### src/sv/gcfs_pkg.sv
package gcfs_pkg;

    // Default table depth.
    localparam int TABLE_ENTRIES_DEF = 256;

    // Fixed field widths.
    localparam int GRAN_W = 8;
    localparam int TAIL_W = 16;
    localparam int SIZE_W = 20;
    localparam int CNT_W  = 9;
    localparam int STAT_W = 2;

    // Operation codes.
    localparam logic OP_WRITE = 1'b0;
    localparam logic OP_QUERY = 1'b1;

    // Table entry codes and byte counts.
    localparam logic [GRAN_W-1:0] LINK_LIMIT    = 8'hC0;
    localparam logic [GRAN_W-1:0] TERM_BASE     = 8'hC1;
    localparam logic [SIZE_W-1:0] GRANULE_BYTES = 20'd2304;

    // Result status codes.
    localparam logic [STAT_W-1:0] ST_OK       = 2'd0;
    localparam logic [STAT_W-1:0] ST_LONG     = 2'd1;
    localparam logic [STAT_W-1:0] ST_BAD_TERM = 2'd2;

    // Controller states.
    typedef enum logic [1:0] {
        S_IDLE,
        S_WALK,
        S_DONE
    } t_state;

    // Commands from the controller to the datapath.
    typedef struct packed {
        logic accept;
        logic write;
        logic start_read;
        logic step;
        logic load_out;
    } t_dp_cmd;

    // Status from the datapath to the controller.
    typedef struct packed {
        logic query;
        logic start_ok;
        logic walk_done;
        logic out_free;
    } t_dp_stat;

endpackage

### src/sv/gcfs_ctrl.sv
module gcfs_ctrl (
    input  logic              i_clk,
    input  logic              i_rst_n,
    input  logic              i_in_valid,
    input  gcfs_pkg::t_dp_stat i_stat,
    output gcfs_pkg::t_dp_cmd  o_cmd,
    output logic              o_in_stall
);

    gcfs_pkg::t_state r_state;
    gcfs_pkg::t_state n_state;

    // State register.
    always_ff @(posedge i_clk) begin
        if (!i_rst_n) begin
            r_state <= gcfs_pkg::S_IDLE;
        end else begin
            r_state <= n_state;
        end
    end

    // Next state.
    always_comb begin
        n_state = r_state;
        case (r_state)
            gcfs_pkg::S_IDLE: begin
                if (i_in_valid) begin
                    if (i_stat.query && i_stat.start_ok) begin
                        n_state = gcfs_pkg::S_WALK;
                    end else begin
                        n_state = gcfs_pkg::S_DONE;
                    end
                end
            end
            gcfs_pkg::S_WALK: begin
                if (i_stat.walk_done) begin
                    n_state = gcfs_pkg::S_DONE;
                end
            end
            gcfs_pkg::S_DONE: begin
                if (i_stat.out_free) begin
                    n_state = gcfs_pkg::S_IDLE;
                end
            end
            default: begin
                n_state = gcfs_pkg::S_IDLE;
            end
        endcase
    end

    // Commands and input stall.
    always_comb begin
        o_cmd      = '0;
        o_in_stall = 1'b1;
        case (r_state)
            gcfs_pkg::S_IDLE: begin
                o_in_stall = 1'b0;
                if (i_in_valid) begin
                    o_cmd.accept     = 1'b1;
                    o_cmd.write      = !i_stat.query;
                    o_cmd.start_read = i_stat.query && i_stat.start_ok;
                end
            end
            gcfs_pkg::S_WALK: begin
                o_cmd.step = 1'b1;
            end
            gcfs_pkg::S_DONE: begin
                o_cmd.load_out = i_stat.out_free;
            end
            default: begin
                o_in_stall = 1'b1;
            end
        endcase
    end

endmodule

### src/sv/gcfs_dp.sv
module gcfs_dp #(
    parameter int TABLE_ENTRIES = gcfs_pkg::TABLE_ENTRIES_DEF
) (
    input  logic                        i_clk,
    input  logic                        i_rst_n,
    input  gcfs_pkg::t_dp_cmd           i_cmd,
    output gcfs_pkg::t_dp_stat          o_stat,
    input  logic                        i_opcode,
    input  logic [gcfs_pkg::GRAN_W-1:0] i_entry_index,
    input  logic [gcfs_pkg::GRAN_W-1:0] i_entry_value,
    input  logic [gcfs_pkg::GRAN_W-1:0] i_start_granule,
    input  logic [gcfs_pkg::TAIL_W-1:0] i_last_bytes,
    input  logic                        i_out_stall,
    output logic                        o_out_valid,
    output logic [gcfs_pkg::SIZE_W-1:0] o_byte_total,
    output logic [gcfs_pkg::CNT_W-1:0]  o_granule_count,
    output logic [gcfs_pkg::STAT_W-1:0] o_status
);

    localparam int IDX_W = $clog2(TABLE_ENTRIES);
    localparam logic [gcfs_pkg::CNT_W-1:0] DEPTH = gcfs_pkg::CNT_W'(TABLE_ENTRIES);

    // Allocation table.
    logic [gcfs_pkg::GRAN_W-1:0] r_mem [0:TABLE_ENTRIES-1];
    logic [gcfs_pkg::GRAN_W-1:0] r_rdata;
    logic [IDX_W-1:0]            rd_addr;

    logic [gcfs_pkg::TAIL_W-1:0] r_tail;
    logic [gcfs_pkg::SIZE_W-1:0] r_size;
    logic [gcfs_pkg::CNT_W-1:0]  r_count;
    logic [gcfs_pkg::STAT_W-1:0] r_res_status;

    logic [gcfs_pkg::CNT_W-1:0]  count_n;
    logic [gcfs_pkg::SIZE_W-1:0] term_size;
    logic                        is_link;
    logic                        is_bad_term;
    logic                        link_off;
    logic                        too_long;
    logic                        idx_ok;
    logic                        out_free;

    // Decode of the entry read in this step.
    assign count_n     = r_count + gcfs_pkg::CNT_W'(1);
    assign is_link     = r_rdata < gcfs_pkg::LINK_LIMIT;
    assign is_bad_term = r_rdata == gcfs_pkg::LINK_LIMIT;
    assign link_off    = {1'b0, r_rdata} >= DEPTH;
    assign too_long    = count_n == DEPTH;
    assign term_size   = r_size
                       + {4'b0, r_rdata - gcfs_pkg::TERM_BASE, 8'h00}
                       + {4'b0, r_tail};

    assign idx_ok   = {1'b0, i_entry_index} < DEPTH;
    assign out_free = !o_out_valid || !i_out_stall;

    assign o_stat.query     = i_opcode == gcfs_pkg::OP_QUERY;
    assign o_stat.start_ok  = {1'b0, i_start_granule} < DEPTH;
    assign o_stat.walk_done = !is_link || link_off || too_long;
    assign o_stat.out_free  = out_free;

    // Read address: the start granule first, then the link just read.
    assign rd_addr = i_cmd.step ? r_rdata[IDX_W-1:0] : i_start_granule[IDX_W-1:0];

    // Table write and registered read.
    always_ff @(posedge i_clk) begin
        if (i_cmd.write && idx_ok) begin
            r_mem[i_entry_index[IDX_W-1:0]] <= i_entry_value;
        end
        if (i_cmd.start_read || i_cmd.step) begin
            r_rdata <= r_mem[rd_addr];
        end
    end

    // Walk accumulators and result.
    always_ff @(posedge i_clk) begin
        if (i_cmd.accept) begin
            r_tail  <= i_last_bytes;
            r_size  <= '0;
            r_count <= '0;
            if (o_stat.query && !o_stat.start_ok) begin
                r_res_status <= gcfs_pkg::ST_LONG;
            end else begin
                r_res_status <= gcfs_pkg::ST_OK;
            end
        end else if (i_cmd.step) begin
            r_count <= count_n;
            if (is_link) begin
                if (link_off || too_long) begin
                    r_size       <= '0;
                    r_res_status <= gcfs_pkg::ST_LONG;
                end else begin
                    r_size <= r_size + gcfs_pkg::GRANULE_BYTES;
                end
            end else if (is_bad_term) begin
                r_size       <= '0;
                r_res_status <= gcfs_pkg::ST_BAD_TERM;
            end else begin
                r_size       <= term_size;
                r_res_status <= gcfs_pkg::ST_OK;
            end
        end
    end

    // Output word register.
    always_ff @(posedge i_clk) begin
        if (!i_rst_n) begin
            o_out_valid <= 1'b0;
        end else if (i_cmd.load_out) begin
            o_out_valid <= 1'b1;
        end else if (!i_out_stall) begin
            o_out_valid <= 1'b0;
        end
    end

    always_ff @(posedge i_clk) begin
        if (i_cmd.load_out) begin
            o_byte_total    <= r_size;
            o_granule_count <= r_count;
            o_status        <= r_res_status;
        end
    end

endmodule

### src/sv/granule_chain_file_size.sv
// Granule chain file size.
// The host first loads the allocation table with write words (opcode 0),
// one entry each; every write answers with a zero result word. A query word
// (opcode 1) gives a start granule and the byte count of the last sector; the
// block follows the chain and answers with the file size, the number of
// granules visited and a status (ok, chain too long or off the table, bad
// terminal entry). Both channels use valid and stall; every input word gives
// exactly one output word, in order.
// A write goes from idle straight to the done state, where its result word is
// loaded into the output register once that is free. A query whose start
// granule is on the table first walks the chain over the N granules visited
// (at most TABLE_ENTRIES), reading one table entry per cycle through the single
// read port of the table. One word is worked on at a time and the input is
// stalled until its result is loaded.
// A finished word waits in the output register while the block takes the
// next input word; when the next result is ready while the first is still
// held by a stalling receiver, the block keeps it and keeps the input stalled.
// Reset clears the controller and the output valid; the table contents are
// undefined until written, and reading an unwritten entry gives no guarantee.
module granule_chain_file_size #(
    parameter int TABLE_ENTRIES = gcfs_pkg::TABLE_ENTRIES_DEF
) (
    input  logic                        i_clk,
    input  logic                        i_rst_n,
    input  logic                        i_in_valid,
    output logic                        o_in_stall,
    input  logic                        i_opcode,
    input  logic [gcfs_pkg::GRAN_W-1:0] i_entry_index,
    input  logic [gcfs_pkg::GRAN_W-1:0] i_entry_value,
    input  logic [gcfs_pkg::GRAN_W-1:0] i_start_granule,
    input  logic [gcfs_pkg::TAIL_W-1:0] i_last_bytes,
    output logic                        o_out_valid,
    input  logic                        i_out_stall,
    output logic [gcfs_pkg::SIZE_W-1:0] o_byte_total,
    output logic [gcfs_pkg::CNT_W-1:0]  o_granule_count,
    output logic [gcfs_pkg::STAT_W-1:0] o_status
);

    gcfs_pkg::t_dp_cmd  cmd;
    gcfs_pkg::t_dp_stat stat;

    // Sequencer.
    gcfs_ctrl u_ctrl (
        .i_clk      (i_clk),
        .i_rst_n    (i_rst_n),
        .i_in_valid (i_in_valid),
        .i_stat     (stat),
        .o_cmd      (cmd),
        .o_in_stall (o_in_stall)
    );

    // Table, walk accumulators and output register.
    gcfs_dp #(
        .TABLE_ENTRIES (TABLE_ENTRIES)
    ) u_dp (
        .i_clk           (i_clk),
        .i_rst_n         (i_rst_n),
        .i_cmd           (cmd),
        .o_stat          (stat),
        .i_opcode        (i_opcode),
        .i_entry_index   (i_entry_index),
        .i_entry_value   (i_entry_value),
        .i_start_granule (i_start_granule),
        .i_last_bytes    (i_last_bytes),
        .i_out_stall     (i_out_stall),
        .o_out_valid     (o_out_valid),
        .o_byte_total    (o_byte_total),
        .o_granule_count (o_granule_count),
        .o_status        (o_status)
    );

endmodule

### config.mk
export PLATFORM = sky130hd
export DESIGN_NAME = granule_chain_file_size
export DESIGN_NICKNAME = d
export VERILOG_FILES = /design/src/sv/gcfs_pkg.sv /design/src/sv/gcfs_ctrl.sv /design/src/sv/gcfs_dp.sv /design/src/sv/granule_chain_file_size.sv
export SDC_FILE = /design/constraint.sdc
export NUM_CORES = 2
export LEC_CHECK = 0
export ABC_CLOCK_PERIOD_IN_PS = 3400
export BUFFER_PORTS_ARGS = -buffer_cell sky130_fd_sc_hd__buf_2
export CAP_MARGIN = 20
export CORE_MARGIN = 2
export CORE_UTILIZATION = 57
export DETAILED_ROUTE_END_ITERATION = 16
export PLACE_DENSITY_LB_ADDON = 0.08
export SLEW_MARGIN = 25
export SYNTH_ARGS = -nofsm -noshare
export SYNTH_HDL_FRONTEND = slang
export SYNTH_HIERARCHICAL = 1
export SYNTH_SLANG_ARGS = --single-unit
export TNS_END_PERCENT = 20
### constraint.sdc
create_clock -name i_clk -period 3.4 [get_ports i_clk]
set_input_delay 0.17 -clock i_clk [delete_from_list [all_inputs] [get_ports i_clk]]
set_output_delay 0.17 -clock i_clk [all_outputs]
set_load 0.02 [all_outputs]
==> impl_results.md <==
* Biggest area consumer among synthesized cells: sky130_fd_sc_hd__edfxtp_1
* Total via count after detailed routing at 55,851
* Time the worst path needs with I/O delays and setup at 3620 ps
* Clk_skew at 28.2 ps
* Proportion of synthesized chip area in sequential cells at 74.1%
* #FFs+latches synth at 2,137
* Post-detailed-route DRC marker count at 0
* Maximum clock frequency at 0.276 GHz
* Gr usage total at 33.3%
* Power density cells at 552 nW/um2
* Required time of the worst setup path at 3940 ps
* Ordered list of cells on the worst path: nor2b_4 > mux2_8 > buf_12 > buf_4 > mux2i_1 > o221ai_1 > a31oi_1 > o21ai_0 > a21oi_2 > a21oi_2 > buf_4 > a311o_1
* Top post-synthesis cells by count: 2,103 x sky130_fd_sc_hd__edfxtp_1, 1,050 x sky130_fd_sc_hd__nand2_1, 371 x sky130_fd_sc_hd__a21oi_1, 361 x sky130_fd_sc_hd__mux2i_1, 360 x sky130_fd_sc_hd__nand3_1
* Area used by multi-input combinational logic at 21,700 um2
* Synth Net Count at 5,963
* Most numerous cell in the Yosys netlist: sky130_fd_sc_hd__edfxtp_1
* Number of buffers added by the clock tree synthesis step at 209
* Critical Path Fanout Max at 18
* RSZ-0062 raised after global routing: yes
* Mean routed wirelength per cell at 29.0 um
* TritonCTS clock tree: done
* Row count at 142
* Number of warnings issued by yosys at 6
* Final Routed Wirelength at 258,000 um
* Number of buffers on the longest clock path at 3
* Wire length of the first global-routing pass at 369,000 um
* Boundary Pins at 78
* Floorplan die area at 154,000 um2
* Pleak at 36.1 nW
* Buffers on Ports at 77
* Count of distinct cell types in the synthesized netlist at 77
* Clock latency of the later-clocked register in the worst-skew pair at 820 ps
* Bufs and invs on worst path at 3
* Number of nets in the finished design at 6,782
* Max IR drop VDD at 0.000507 V
* Leading cell types by total area after synthesis: sky130_fd_sc_hd__edfxtp_1 73%, sky130_fd_sc_hd__nand2_1 4.6%, sky130_fd_sc_hd__mux2i_1 4.2%, sky130_fd_sc_hd__mux4_2 2.4%, sky130_fd_sc_hd__a21oi_1 2.2%
* Placed cell count at 8,441
* Core Region at 150,000 um2
* Sort of element at the end of the critical path: register
* Largest net degree at the start of global routing at 155
* Register cell area after layout at 63,800 um2
* Pre-antenna DRT Iters at 6
* H-tree levels at 4
* Number of antenna violations at the first check in global routing at 11
* Number of enable flip-flop cells after synthesis at 2,103
* Status: complete, but fails checks
* Commonest register cell after synthesis: sky130_fd_sc_hd__edfxtp_1
* Relative slew margins at 27.1%
* Layout cell share with drive strength beyond 1 at 22.4%
* Mean area per synthesized cell at 14.7 um2
* Synth Cell Area at 86,100 um2
* Number of instances in the synthesized netlist at 5,880
* Critical path startpoint: u_ctrl/r_state[0]
* Cell Count, Final, Fillers Out at 8,882
* CTS Root Buffer Type: sky130_fd_sc_hd__clkbuf_16
* Number of setup violations in the final report at 9
* Routed Antenna Nets at 0
* Post-Place Worst Slack at -851 ps
* Number of sinks driven by the clock tree at 2,137
* Max_cap viols at 0
* Fraction of registers with async set or reset after synthesis at 0%
* Worst hold start: i_entry_value[7]
* CP startpoint kind: register
* Total half-perimeter wirelength after legalization and detailed placement at 160,000 um
* Height of the die at 393 um
* Synthesis-to-layout area growth at 20.1%
* Number of hold violations in the final report at 4
* Arrival time of data at the critical path endpoint at 4160 ps
* Minimum setup slack in the final design at -222 ps
* Filler Cells Inserted at 10,170
* Delay of the slowest cell on the worst path at 470 ps
* GRT overflow at 0
* Slew Limit Fails at 0
* CP delay by family, top: compound AO/OA/AOI/OAI gates
* Share of Yosys cell area claimed by the top area cell type at 73.3%
* Tightest Hold Check Type: input port to register
* Die W at 393 um
* Post-route fraction of the period consumed by the critical path at 107%
* Initial Utilization at 57.5%
* Measured slew at the worst slew-check pin at 1090 ps
* Vias per std cell at 6.29
* Via count of the first global-routing pass at 53,402
* Reg-to-reg critical path startpoint: u_ctrl/r_state[0]
* Starting DRT DRC Count at 7,268
* Gpl congestion at 0.895
* Classification of the worst setup path: register to register
* WHS at -37.7 ps
* Clock slew at reported path FFs at 60 ps
* Critical Path Slowest Stage Cell: sky130_fd_sc_hd__mux2_8
* Violated checks: negative hold slack, negative setup slack
## registers in the layout, summed over array words and instances, names as in the netlist
signal / flops
u_dp/r_mem: 2048
u_dp/o_byte_total: 20
u_dp/r_size: 20
u_dp/r_tail: 16
u_dp/o_granule_count: 9
u_dp/r_count: 9
u_dp/r_rdata: 8
u_ctrl/r_state: 2
u_dp/o_status: 2
u_dp/r_res_status: 2
u_dp/o_out_valid: 1
## per-layer routing
layer  global-route usage, %  up-vias  share of wire [%]
met1                    46.8    27967                 39
met3                    7.16      584                 11
li1                        -    24119                  -
met2                    51.0     3169                 46
met4                    13.6       12                4.5
met5                       0        -              0.028
## per-stage QoR
stage          util, %  setup TNS (ps)  total power (W)  cell area [um2]  hold WS, ps
2_1_floorplan        -               0           0.0321            86100          269
3_3_place_gp      63.3           -4640           0.0348            94900          349
3_5_place_dp      63.3           -5210           0.0349            94900          348
4_1_cts           68.8           -1140           0.0571           103000         17.0
5_1_grt           69.0           -2310           0.0585           103000         42.7
6_report          69.0           -1520           0.0571           103000        -37.7
## where the power goes
part / switching, W / total [W] / internal, W
registers: 0.0000536 / 0.0291 / 0.0290
clock network: 0.00959 / 0.0221 / 0.0125
logic: 0.00371 / 0.00590 / 0.00219
total: 0.0134 / 0.0571 / 0.0438
## final cells by class
class / instances / area share [%]
repair buffers: 984 / 8.52
flip-flops and latches: 2137 / 61.7
well taps: 2016 / 2.44
multi-input cells: 3318 / 20.9
clock buffers: 252 / 5.28
clock inverters: 121 / 0.954
diodes: 5 / 0.0121
inverters: 49 / 0.178
## placed cells by master (no fill, tap or decap), drive strengths merged, types with 94 or more instances in the layout
master | synthesis | final
buf | 251 | 941
nor2 | 315 | 315
clkbuf | 127 | 262
a21oi | 371 | 371
nand3 | 360 | 360
edfxtp | 2103 | 2103
clkinv | 0 | 94
nor3 | 98 | 98
mux2i | 361 | 361
o221ai | 145 | 145
nand2 | 1050 | 1050
## path summary, 6_finish.rpt
check	depth (start not counted)	endpoint	slack (ps)
min reg2reg	0	u_dp/o_status[0]	450
max reg2reg	12	u_dp/r_rdata[0]	-220
min	1	u_dp/r_mem[95][7]	-40
max	12	u_dp/r_rdata[0]	-220
## logic make-up after synthesis
logic type / after synthesis / synth area share, %
buffers and inverters: 427 / 2.38
adders and majority gates: 38 / 0.630
muxes: 467 / 6.81
DFF: 2137 / 74.1
and+or+nand+nor: 1940 / 9.51
AOI/OAI and AO/OA: 846 / 6.33
xor gates and xnor gates: 24 / 0.244
other: 1 / 0.00435
## worst register-to-register path, delay by kind of cell, from the launching register on
family	cells	cell delay, ps
muxes	2	660
and+or+nand+nor	1	220
AOI/OAI and AO/OA	6	1560
buffers and inverters	3	570
DFF	1	330
## repair_timing
item,in CTS,in global routing
resized for setup,221,54
setup endpoints to repair,12,14
pin swaps,44,11
endpoints found under the hold margin,195,0
hold buffers,27,0
cloned,8,2
setup buffers,27,1
No activity file was read; power rests on OpenSTA's default activity.
